### config.mk
export PLATFORM = sky130hd
export DESIGN_NAME = polled_slave_frame_responder
export DESIGN_NICKNAME = d
export VERILOG_FILES = /design/src/rtl/core/psfr_pkg.sv /design/src/rtl/core/psfr_front.sv /design/src/rtl/core/psfr_queue.sv /design/src/rtl/core/psfr_back.sv /design/src/rtl/core/polled_slave_frame_responder.sv
export SDC_FILE = /design/constraint.sdc
export NUM_CORES = 1
export LEC_CHECK = 0
export BUFFER_PORTS_ARGS = -buffer_cell sky130_fd_sc_hd__buf_4
export CAP_MARGIN = 10
export CORE_MARGIN = 3
export CORE_UTILIZATION = 42
export CTS_BUF_LIST = sky130_fd_sc_hd__clkbuf_8
export DETAILED_ROUTE_END_ITERATION = 8
export GPL_TIMING_DRIVEN = 0
export HOLD_SLACK_MARGIN = 0.15
export PLACE_DENSITY = 0.55
export SYNTH_ARGS = -nofsm -noshare
export SYNTH_HDL_FRONTEND = slang
export SYNTH_SLANG_ARGS = --single-unit
### constraint.sdc
create_clock -name i_clk -period 11 [get_ports i_clk]
set_clock_uncertainty 0.1 [all_clocks]
set_input_delay 1.65 -clock i_clk [delete_from_list [all_inputs] [get_ports i_clk]]
set_output_delay 1.65 -clock i_clk [all_outputs]
set_load 0.005 [all_outputs]
### src/rtl/core/psfr_pkg.sv
// Shared types, constants and the CRC-16 byte step for the polled slave frame responder.
package psfr_pkg;

    localparam int TIMER_BITS = 20;
    localparam int TIMEOUT_W  = 20;
    localparam int NODE_W     = 4;
    localparam int STATUS_W   = 4;
    localparam int CMP_W      = (TIMER_BITS > TIMEOUT_W) ? TIMER_BITS : TIMEOUT_W;
    localparam int QUEUE_DEPTH = 4;
    localparam int QUEUE_AW    = $clog2(QUEUE_DEPTH);

    localparam logic [TIMEOUT_W-1:0] TIMEOUT_RESET = TIMEOUT_W'(60000);

    localparam logic [15:0] CRC_INIT = 16'hFFFF;
    localparam logic [15:0] CRC_POLY = 16'h1021;

    // commands carried on the slave tuser
    localparam logic [1:0] CMD_RX_BYTE = 2'd0;
    localparam logic [1:0] CMD_MS_TICK = 2'd1;
    localparam logic [1:0] CMD_STATUS  = 2'd2;

    // configuration register indexes
    localparam logic CFG_NODE_ADDR    = 1'b0;
    localparam logic CFG_LINK_TIMEOUT = 1'b1;

    // frame outcome codes
    localparam logic [2:0] FR_NONE     = 3'd0;
    localparam logic [2:0] FR_MISMATCH = 3'd1;
    localparam logic [2:0] FR_CRC_ERR  = 3'd2;
    localparam logic [2:0] FR_OTHER    = 3'd3;
    localparam logic [2:0] FR_REPLIED  = 3'd4;

    // one queued job: either a single status result or a four-byte reply
    typedef struct packed {
        logic       is_reply;
        logic [2:0] frame_result;
        logic       link_up;
        logic [7:0] reply_byte;
    } t_job;

    // CRC-16 update over one byte, MSB first, no reflection
    function automatic logic [15:0] crc_byte(input logic [15:0] crc_in,
                                             input logic [7:0]  data);
        logic [15:0] c;
        c = crc_in ^ {data, 8'h00};
        for (int k = 0; k < 8; k++) begin
            if (c[15]) begin
                c = {c[14:0], 1'b0} ^ CRC_POLY;
            end else begin
                c = {c[14:0], 1'b0};
            end
        end
        return c;
    endfunction

endpackage

### src/rtl/core/psfr_front.sv
// Front end: takes requests, assembles and checks frames, keeps timer and status, emits jobs.
module psfr_front
    import psfr_pkg::*;
(
    input  logic                 i_clk,
    input  logic                 i_rst_n,
    input  logic                 i_cfg_we,
    input  logic                 i_cfg_idx,
    input  logic [TIMEOUT_W-1:0] i_cfg_wdata,
    input  logic                 i_accept,
    input  logic [1:0]           i_command,
    input  logic [7:0]           i_rx_byte,
    input  logic [STATUS_W-1:0]  i_status_code,
    output logic                 o_push,
    output t_job                 o_job
);

    logic [NODE_W-1:0]     r_node,    n_node;
    logic [TIMEOUT_W-1:0]  r_timeout, n_timeout;
    logic [1:0]            r_pos,     n_pos;
    logic [7:0]            r_b0,      n_b0;
    logic [7:0]            r_b2,      n_b2;
    logic                  r_pair_ok, n_pair_ok;
    logic [15:0]           r_crc,     n_crc;
    logic [STATUS_W-1:0]   r_status,  n_status;
    logic [TIMER_BITS-1:0] r_ms,      n_ms;
    logic [2:0]            fr;

    always_comb begin
        n_node    = r_node;
        n_timeout = r_timeout;
        n_pos     = r_pos;
        n_b0      = r_b0;
        n_b2      = r_b2;
        n_pair_ok = r_pair_ok;
        n_crc     = r_crc;
        n_status  = r_status;
        n_ms      = r_ms;
        fr        = FR_NONE;

        if (i_cfg_we) begin
            case (i_cfg_idx)
                CFG_NODE_ADDR:    n_node    = i_cfg_wdata[NODE_W-1:0];
                CFG_LINK_TIMEOUT: n_timeout = i_cfg_wdata;
                default: ;
            endcase
        end

        if (i_accept) begin
            case (i_command)
                CMD_MS_TICK: begin
                    if (r_ms != {TIMER_BITS{1'b1}}) begin
                        n_ms = r_ms + TIMER_BITS'(1);
                    end
                end
                CMD_STATUS: begin
                    n_status = i_status_code;
                end
                CMD_RX_BYTE: begin
                    n_pos = r_pos + 2'd1;
                    case (r_pos)
                        2'd0: begin
                            n_b0  = i_rx_byte;
                            n_crc = crc_byte(CRC_INIT, i_rx_byte);
                        end
                        2'd1: begin
                            n_pair_ok = (i_rx_byte == r_b0);
                            n_crc     = crc_byte(r_crc, i_rx_byte);
                        end
                        2'd2: begin
                            n_b2 = i_rx_byte;
                        end
                        default: begin
                            // fourth byte closes the frame: pair, then CRC, then address
                            if (!r_pair_ok) begin
                                fr = FR_MISMATCH;
                            end else if (r_crc != {r_b2, i_rx_byte}) begin
                                fr = FR_CRC_ERR;
                            end else if (r_b0[7:4] != r_node) begin
                                fr = FR_OTHER;
                            end else begin
                                fr   = FR_REPLIED;
                                n_ms = '0;
                            end
                        end
                    endcase
                end
                default: ;
            endcase
        end
    end

    assign o_push             = i_accept;
    assign o_job.is_reply     = (fr == FR_REPLIED);
    assign o_job.frame_result = fr;
    assign o_job.link_up      = (CMP_W'(n_ms) < CMP_W'(r_timeout));
    assign o_job.reply_byte   = {r_node, r_status};

    always_ff @(posedge i_clk) begin
        if (!i_rst_n) begin
            r_node    <= '0;
            r_timeout <= TIMEOUT_RESET;
            r_pos     <= '0;
            r_status  <= '0;
            r_ms      <= '0;
        end else begin
            r_node    <= n_node;
            r_timeout <= n_timeout;
            r_pos     <= n_pos;
            r_status  <= n_status;
            r_ms      <= n_ms;
        end
    end

    always_ff @(posedge i_clk) begin
        r_b0      <= n_b0;
        r_b2      <= n_b2;
        r_pair_ok <= n_pair_ok;
        r_crc     <= n_crc;
    end

endmodule

### src/rtl/core/psfr_queue.sv
// Small job queue between front end and reply sequencer.
module psfr_queue
    import psfr_pkg::*;
(
    input  logic i_clk,
    input  logic i_rst_n,
    input  logic i_push,
    input  t_job i_push_job,
    output logic o_full,
    input  logic i_pop,
    output t_job o_head,
    output logic o_empty
);

    t_job                r_mem [QUEUE_DEPTH];
    logic [QUEUE_AW-1:0] r_wr_ptr, n_wr_ptr;
    logic [QUEUE_AW-1:0] r_rd_ptr, n_rd_ptr;
    logic [QUEUE_AW:0]   r_count,  n_count;
    logic                do_push;
    logic                do_pop;

    assign o_full  = (r_count == (QUEUE_AW+1)'(QUEUE_DEPTH));
    assign o_empty = (r_count == '0);
    assign o_head  = r_mem[r_rd_ptr];
    assign do_push = i_push && !o_full;
    assign do_pop  = i_pop && !o_empty;

    always_comb begin
        n_wr_ptr = do_push ? r_wr_ptr + QUEUE_AW'(1) : r_wr_ptr;
        n_rd_ptr = do_pop  ? r_rd_ptr + QUEUE_AW'(1) : r_rd_ptr;
        n_count  = r_count;
        if (do_push && !do_pop) begin
            n_count = r_count + (QUEUE_AW+1)'(1);
        end else if (do_pop && !do_push) begin
            n_count = r_count - (QUEUE_AW+1)'(1);
        end
    end

    always_ff @(posedge i_clk) begin
        if (!i_rst_n) begin
            r_wr_ptr <= '0;
            r_rd_ptr <= '0;
            r_count  <= '0;
        end else begin
            r_wr_ptr <= n_wr_ptr;
            r_rd_ptr <= n_rd_ptr;
            r_count  <= n_count;
        end
    end

    always_ff @(posedge i_clk) begin
        if (do_push) begin
            r_mem[r_wr_ptr] <= i_push_job;
        end
    end

endmodule

### src/rtl/core/psfr_back.sv
// Back end: drains jobs into result beats, sequencing the four reply bytes and their CRC.
module psfr_back
    import psfr_pkg::*;
(
    input  logic       i_clk,
    input  logic       i_rst_n,
    input  t_job       i_head,
    input  logic       i_empty,
    output logic       o_pop,
    output logic       o_valid,
    input  logic       i_ready,
    output logic [7:0] o_tx_byte,
    output logic       o_tx_valid,
    output logic       o_last,
    output logic [2:0] o_frame_result,
    output logic       o_link_up
);

    typedef enum logic [3:0] {
        BEAT_ADDR0  = 4'b0001,
        BEAT_ADDR1  = 4'b0010,
        BEAT_CRC_HI = 4'b0100,
        BEAT_CRC_LO = 4'b1000
    } t_beat;

    t_beat       r_beat, n_beat;
    logic [15:0] r_crc,  n_crc;
    logic        r_valid, n_valid;
    logic [7:0]  r_tx,    n_tx;
    logic        r_txv,   n_txv;
    logic        r_last,  n_last;
    logic [2:0]  r_fr,    n_fr;
    logic        r_lu,    n_lu;
    logic        load;

    // output register takes a new beat when empty or being drained
    assign load = !r_valid || i_ready;

    always_comb begin
        n_beat  = r_beat;
        n_crc   = r_crc;
        n_valid = r_valid;
        n_tx    = r_tx;
        n_txv   = r_txv;
        n_last  = r_last;
        n_fr    = r_fr;
        n_lu    = r_lu;
        o_pop   = 1'b0;

        if (load) begin
            n_valid = !i_empty;
            if (!i_empty) begin
                n_fr = i_head.frame_result;
                n_lu = i_head.link_up;
                if (!i_head.is_reply) begin
                    n_tx   = 8'h00;
                    n_txv  = 1'b0;
                    n_last = 1'b1;
                    o_pop  = 1'b1;
                end else begin
                    n_txv  = 1'b1;
                    n_last = 1'b0;
                    case (r_beat)
                        BEAT_ADDR0: begin
                            n_tx   = i_head.reply_byte;
                            n_crc  = crc_byte(CRC_INIT, i_head.reply_byte);
                            n_beat = BEAT_ADDR1;
                        end
                        BEAT_ADDR1: begin
                            n_tx   = i_head.reply_byte;
                            n_crc  = crc_byte(r_crc, i_head.reply_byte);
                            n_beat = BEAT_CRC_HI;
                        end
                        BEAT_CRC_HI: begin
                            n_tx   = r_crc[15:8];
                            n_beat = BEAT_CRC_LO;
                        end
                        BEAT_CRC_LO: begin
                            n_tx   = r_crc[7:0];
                            n_last = 1'b1;
                            o_pop  = 1'b1;
                            n_beat = BEAT_ADDR0;
                        end
                        default: begin
                            n_beat = BEAT_ADDR0;
                        end
                    endcase
                end
            end
        end
    end

    always_ff @(posedge i_clk) begin
        if (!i_rst_n) begin
            r_beat  <= BEAT_ADDR0;
            r_valid <= 1'b0;
        end else begin
            r_beat  <= n_beat;
            r_valid <= n_valid;
        end
    end

    always_ff @(posedge i_clk) begin
        r_crc  <= n_crc;
        r_tx   <= n_tx;
        r_txv  <= n_txv;
        r_last <= n_last;
        r_fr   <= n_fr;
        r_lu   <= n_lu;
    end

    assign o_valid        = r_valid;
    assign o_tx_byte      = r_tx;
    assign o_tx_valid     = r_txv;
    assign o_last         = r_last;
    assign o_frame_result = r_fr;
    assign o_link_up      = r_lu;

endmodule

### src/rtl/core/polled_slave_frame_responder.sv
// Polled serial-bus slave: frame check, link timer and reply generation.
//
// Slave stream carries requests: tuser = command (bus byte, ms tick, new status),
// tdata = rx_byte and status_code. Master stream carries results: one per request,
// or four for a good poll addressed to this node (address/status byte twice, then
// CRC-16 high and low), with tlast on the final one.
// Configuration: i_cfg_we writes node address (index 0) or link timeout (index 1);
// write only while the block is idle.
// Path: an accepted request is held in the job queue, then in the output register.
// Throughput: one request per cycle unless the job queue is full; a reply occupies
// the output for four beats, as the single output register drains one byte a cycle when
// ready. A four-entry job queue lets the front keep taking requests as replies drain.
// Stall: tready on the slave side drops only when the job queue is full; master
// payload holds while i_m_axis_tready is low.
// Reset (synchronous, active low): byte position, status and timer clear, node
// address 0, timeout 60000 ms, queue and output empty; link reads up.
module polled_slave_frame_responder
    import psfr_pkg::*;
(
    input  logic                 i_clk,
    input  logic                 i_rst_n,
    input  logic                 i_cfg_we,
    input  logic                 i_cfg_idx,
    input  logic [TIMEOUT_W-1:0] i_cfg_wdata,
    input  logic                 i_s_axis_tvalid,
    output logic                 o_s_axis_tready,
    input  logic [15:0]          i_s_axis_tdata,   // [7:0] rx_byte, [11:8] status_code
    input  logic [1:0]           i_s_axis_tuser,   // [1:0] command
    output logic                 o_m_axis_tvalid,
    input  logic                 i_m_axis_tready,
    output logic [15:0]          o_m_axis_tdata,   // [7:0] tx_byte, [8] link_up
    output logic [3:0]           o_m_axis_tuser,   // [0] tx_valid, [3:1] frame_result
    output logic                 o_m_axis_tlast
);

    logic       accept;
    logic       push;
    t_job       push_job;
    logic       full;
    logic       pop;
    t_job       head;
    logic       empty;
    logic [7:0] tx_byte;
    logic       tx_valid;
    logic       last;
    logic [2:0] frame_result;
    logic       link_up;

    assign o_s_axis_tready = !full;
    assign accept          = i_s_axis_tvalid && !full;

    psfr_front u_front (
        .i_clk         (i_clk),
        .i_rst_n       (i_rst_n),
        .i_cfg_we      (i_cfg_we),
        .i_cfg_idx     (i_cfg_idx),
        .i_cfg_wdata   (i_cfg_wdata),
        .i_accept      (accept),
        .i_command     (i_s_axis_tuser),
        .i_rx_byte     (i_s_axis_tdata[7:0]),
        .i_status_code (i_s_axis_tdata[11:8]),
        .o_push        (push),
        .o_job         (push_job)
    );

    psfr_queue u_queue (
        .i_clk      (i_clk),
        .i_rst_n    (i_rst_n),
        .i_push     (push),
        .i_push_job (push_job),
        .o_full     (full),
        .i_pop      (pop),
        .o_head     (head),
        .o_empty    (empty)
    );

    psfr_back u_back (
        .i_clk          (i_clk),
        .i_rst_n        (i_rst_n),
        .i_head         (head),
        .i_empty        (empty),
        .o_pop          (pop),
        .o_valid        (o_m_axis_tvalid),
        .i_ready        (i_m_axis_tready),
        .o_tx_byte      (tx_byte),
        .o_tx_valid     (tx_valid),
        .o_last         (last),
        .o_frame_result (frame_result),
        .o_link_up      (link_up)
    );

    assign o_m_axis_tdata = {7'd0, link_up, tx_byte};
    assign o_m_axis_tuser = {frame_result, tx_valid};
    assign o_m_axis_tlast = last;

endmodule

==> flow_metrics.tcl <==
set metrics [dict create \
    outcome "complete, no violations" \
    ys_seq_elements 179 \
    ff_latch_area_um2 4735 \
    max_slew_margin_pct 18.30 \
    via_per_inst 5.250 \
    path_cells "buf_4, buf_2, xor2_1, nor4_2, nand4_2, nor4_4, nand3b_1, nand2_1, ha_1, nand2_1, o21ai_0, a41oi_1, a221oi_1, nand2b_1, o21ai_0" \
    vdd.ir_drop.worst_mv 0.07438 \
    max_cap_violations 0 \
    buffer_ports.inserted 54 \
    synth_seq_area_share_pct 53.66 \
    detailedRoute.firstIterationViolations 260 \
    mapped_cells 781 \
    holdCritPathClass "reg2reg" \
    worstSetupStartpointType "primary input" \
    clock-root-buffer "sky130_fd_sc_hd__clkbuf_8" \
    timing_max_transition_violations_final 0 \
    timing_worst_slew_pin_value_ns 1.216 \
    syn-cell-area_um2 8823 \
    switchingPower_uw 572.8 \
    count_of_hold_buffers_inserted_by_post_cts_repair 0 \
    placement.setup.worst_slack_ns 5.052 \
    p_leak_nw 3.739 \
    nNetsFinal 936 \
    area.growth.synth_to_final_pct 13.34 \
    multi_input_comb_area_um2 3807 \
    power_frac_seq_pct 49.0 \
    clock_sink_count 179 \
    comb_power_share_pct 26.8 \
    dominant_register_cell_in_the_synthesized_netlist "sky130_fd_sc_hd__edfxtp_1" \
    design.die.area_um2 22780 \
    crit_path_max_fanout 9 \
    initial_utilization_pct 43.19 \
    layout.cell_area.non_filler_um2 10000 \
    synth.avg_cell_area_um2 11.30 \
    ys_types 56 \
    critical-path-slowest-cell "sky130_fd_sc_hd__nor4_4" \
    routed_wirelength_um 19500 \
    critical_path.top_delay_family "simple AND/OR/NAND/NOR gates" \
    ctsResizeCount 0 \
    met3WireLength_um 597 \
    cts.reportedPaths.clkPinSlew_ns 0.09 \
    grt.total_usage_pct 17.88 \
    number_of_buffers_inserted_to_repair_setup_after_cts 0 \
    max_freq_mhz 184.2 \
    route.vias.total 6011 \
    cts_buffer_depth 2 \
    finalSetupTns_ns 0 \
    p_int_mw 1.307 \
    yosysWarningCount 0 \
    finalCoreUtilization_pct 48.95 \
    dp_hpwl_um 14350 \
    drc 0 \
    met2_length_um 9675 \
    insertedDiodeCount 0 \
    clk-insertion-delay-late_ns 0.46 \
    synth-edff-count 115 \
    criticalPathCategory "in2reg" \
    number_of_filler_instances_in_the_final_layout 1911 \
    crit_path_max_incr_delay_ns 0.66 \
    critical_path_buf_inv_count 2 \
    io_pins 67 \
    cts_tree "done" \
    min_setup_slack_post_route_ns 5.570 \
    swShare_pct 30.47 \
    drt_first_pass_iters 5 \
    placement.cell_area_um2 9614 \
    grt_first_pass_wirelength_um 31510 \
    worst_setup_path_end_kind "flip-flop" \
    std_cell_rows 52 \
    die_height_um 150.9 \
    worst-endpoint-required_ns 11.03 \
    fin_crit_sh_pct 49.37 \
    first_global_vias 6109 \
    h-tree-depth 4 \
    fraction_of_final_layout_cells_sized_beyond_drive_strength_1_pct 14.06 \
    p_clk_share_pct 24.3 \
    final_hold_viol_count 0 \
    power_density_nw_per_um2 188.0 \
    cts_inserted_buffers 17 \
    antenna_violations_before_repair 0 \
    final_setup_vio_count 0 \
    placeableCoreArea_um2 20430 \
    grt_max_degree 17 \
    die_x_extent_um 150.9 \
    min_period_ns 5.430 \
    topRoutingLayerUsed "met4" \
    ys_async_sr_fraction_pct 0 \
    postRouteAntennaNets 0 \
    gr-total-overflow 0 \
    rsz0062_at_grt "false" \
    gpl.final_weighted_congestion 0.8116 \
    met1Wirelength_um 8758 \
    wl_per_cell_um 17.03 \
    cp_data_arrival_time_ns 5.46 \
]
logic make-up after synthesis:
| group | Yosys count | synth area share [%] |
|---|---|---|
| adders and majority gates | 30 | 4.339 |
| muxes | 31 | 5.233 |
| buffers and inverters | 70 | 3.517 |
| DFF | 179 | 53.66 |
| other | 1 | 0.04250 |
| xor gates and xnor gates | 113 | 11.22 |
| AOI/OAI and AO/OA | 103 | 7.345 |
| and+or+nand+nor | 254 | 14.65 |
worst paths after layout:
check,from,endpoint,slack [ns],cells past startpoint
worst max register to register,u_front.r_crc[15],u_queue.r_mem[2][8],6.53,13
worst min-delay path,u_front.r_timeout[3],u_front.r_timeout[3],0.36,2
worst max-delay path,i_s_axis_tdata[7],u_queue.r_mem[2][8],5.57,15
worst min register to register,u_front.r_timeout[3],u_front.r_timeout[3],0.36,2
flip-flops by register name, indices dropped and copies added, names as in the netlist, named ones only:
signal,count
u_back.o_tx_valid,1
u_queue.r_mem,52
u_queue.r_wr_ptr,2
u_back.o_frame_result,3
u_queue.r_count,3
u_front.r_status,4
u_back.o_tx_byte,8
u_front.r_crc,16
u_front.r_pair_ok,1
u_front.r_ms,20
u_front.r_node,4
u_queue.r_rd_ptr,2
u_back.o_link_up,1
u_front.r_pos,2
u_front.r_timeout,20
u_front.r_b2,8
u_back.o_valid,1
u_back.r_crc,16
u_front.r_b0,8
u_back.r_beat,4
u_back.o_last,1
stage by stage:
stage	cells	power (mW)	hold slack, ns
finish	1145	1.880	0.3644
detailed placement	1113	1.445	0.3513
global placement	1111	1.423	0.3449
global route	1145	1.990	0.3852
floorplan	787	1.274	0.3363
CTS	1145	1.902	0.3658
layout by cell type (no fill, tap or decap), types with 5 or more instances in the layout:
cell type	instances
sky130_fd_sc_hd__nand3_1	12
sky130_fd_sc_hd__nor3_1	8
sky130_fd_sc_hd__ha_1	29
sky130_fd_sc_hd__clkbuf_8	17
sky130_fd_sc_hd__xor2_1	53
sky130_fd_sc_hd__mux4_2	12
sky130_fd_sc_hd__o211ai_1	10
sky130_fd_sc_hd__o21ai_0	15
sky130_fd_sc_hd__a22oi_1	8
sky130_fd_sc_hd__mux2i_1	18
sky130_fd_sc_hd__or2_2	5
sky130_fd_sc_hd__dfxtp_1	64
sky130_fd_sc_hd__and4_1	6
sky130_fd_sc_hd__nand2b_1	7
sky130_fd_sc_hd__a31oi_1	8
sky130_fd_sc_hd__nand2_1	91
sky130_fd_sc_hd__buf_4	66
sky130_fd_sc_hd__a21oi_1	38
sky130_fd_sc_hd__nor2_1	49
sky130_fd_sc_hd__conb_1	7
sky130_fd_sc_hd__buf_2	5
sky130_fd_sc_hd__nand4_1	14
sky130_fd_sc_hd__clkbuf_1	22
sky130_fd_sc_hd__inv_1	36
sky130_fd_sc_hd__xnor2_1	60
sky130_fd_sc_hd__and3_1	13
sky130_fd_sc_hd__edfxtp_1	115
sky130_fd_sc_hd__and2_1	25
cell type report:
| type | instances | share of cell area (%) |
|---|---|---|
| Sequential cell | 179 | 47.34 |
| Buffer | 38 | 1.902 |
| Tap cell | 270 | 3.378 |
| Inverter | 32 | 1.201 |
| Timing Repair Buffer | 56 | 4.241 |
| Multi-Input combinational cell | 538 | 38.07 |
| Clock inverter | 15 | 1.526 |
| Clock buffer | 17 | 2.340 |
synth_stat cells (all sizes together) (3+ instances only):
cell type,n,area (um^2)
edfxtp,115,3453
nand2,91,341.6
dfxtp,64,1281
xnor2,60,525.5
xor2,53,464.2
nor2,49,183.9
a21oi,38,190.2
inv,32,120.1
ha,29,362.9
and2,25,156.4
clkbuf,22,82.58
mux2i,18,180.2
buf,16,107.6
o21ai,16,80.07
nand4,15,100.1
and3,13,81.33
mux4,12,270.3
nand3,12,60.06
o211ai,10,75.07
nor4,9,90.09
a22oi,8,60.06
a31oi,8,50.05
nor3,8,40.04
nand2b,7,43.79
and4,6,52.55
or2,6,37.54
nand3b,4,30.03
a41o,3,30.03
nor2b,3,18.77
o21a,3,22.52
layer usage:
| layer | up-vias | GRT usage (%) |
|---|---|---|
| li1 | 2920 | - |
| met1 | 2959 | 23.09 |
| met2 | 106 | 30.12 |
| met3 | 26 | 2.813 |
| met4 | 0 | 7.208 |
| met5 | - | 0 |
worst min-delay path: cells and delay by family, from the launching register on:
kind,cells,cell delay [ns]
simple gates,1,0.05
flops,1,0.32
compound gates,1,0.05
power groups by stage:
stage	clock, mW	sequential, mW	combinational, mW
after floorplan	0	0.922	0.352
after global placement	0	0.934	0.489
after detailed placement	0	0.936	0.509
after CTS	0.468	0.921	0.513
after global routing	0.494	0.932	0.564
final	0.457	0.920	0.503
Note: power is estimated with default switching activity, not from simulation.
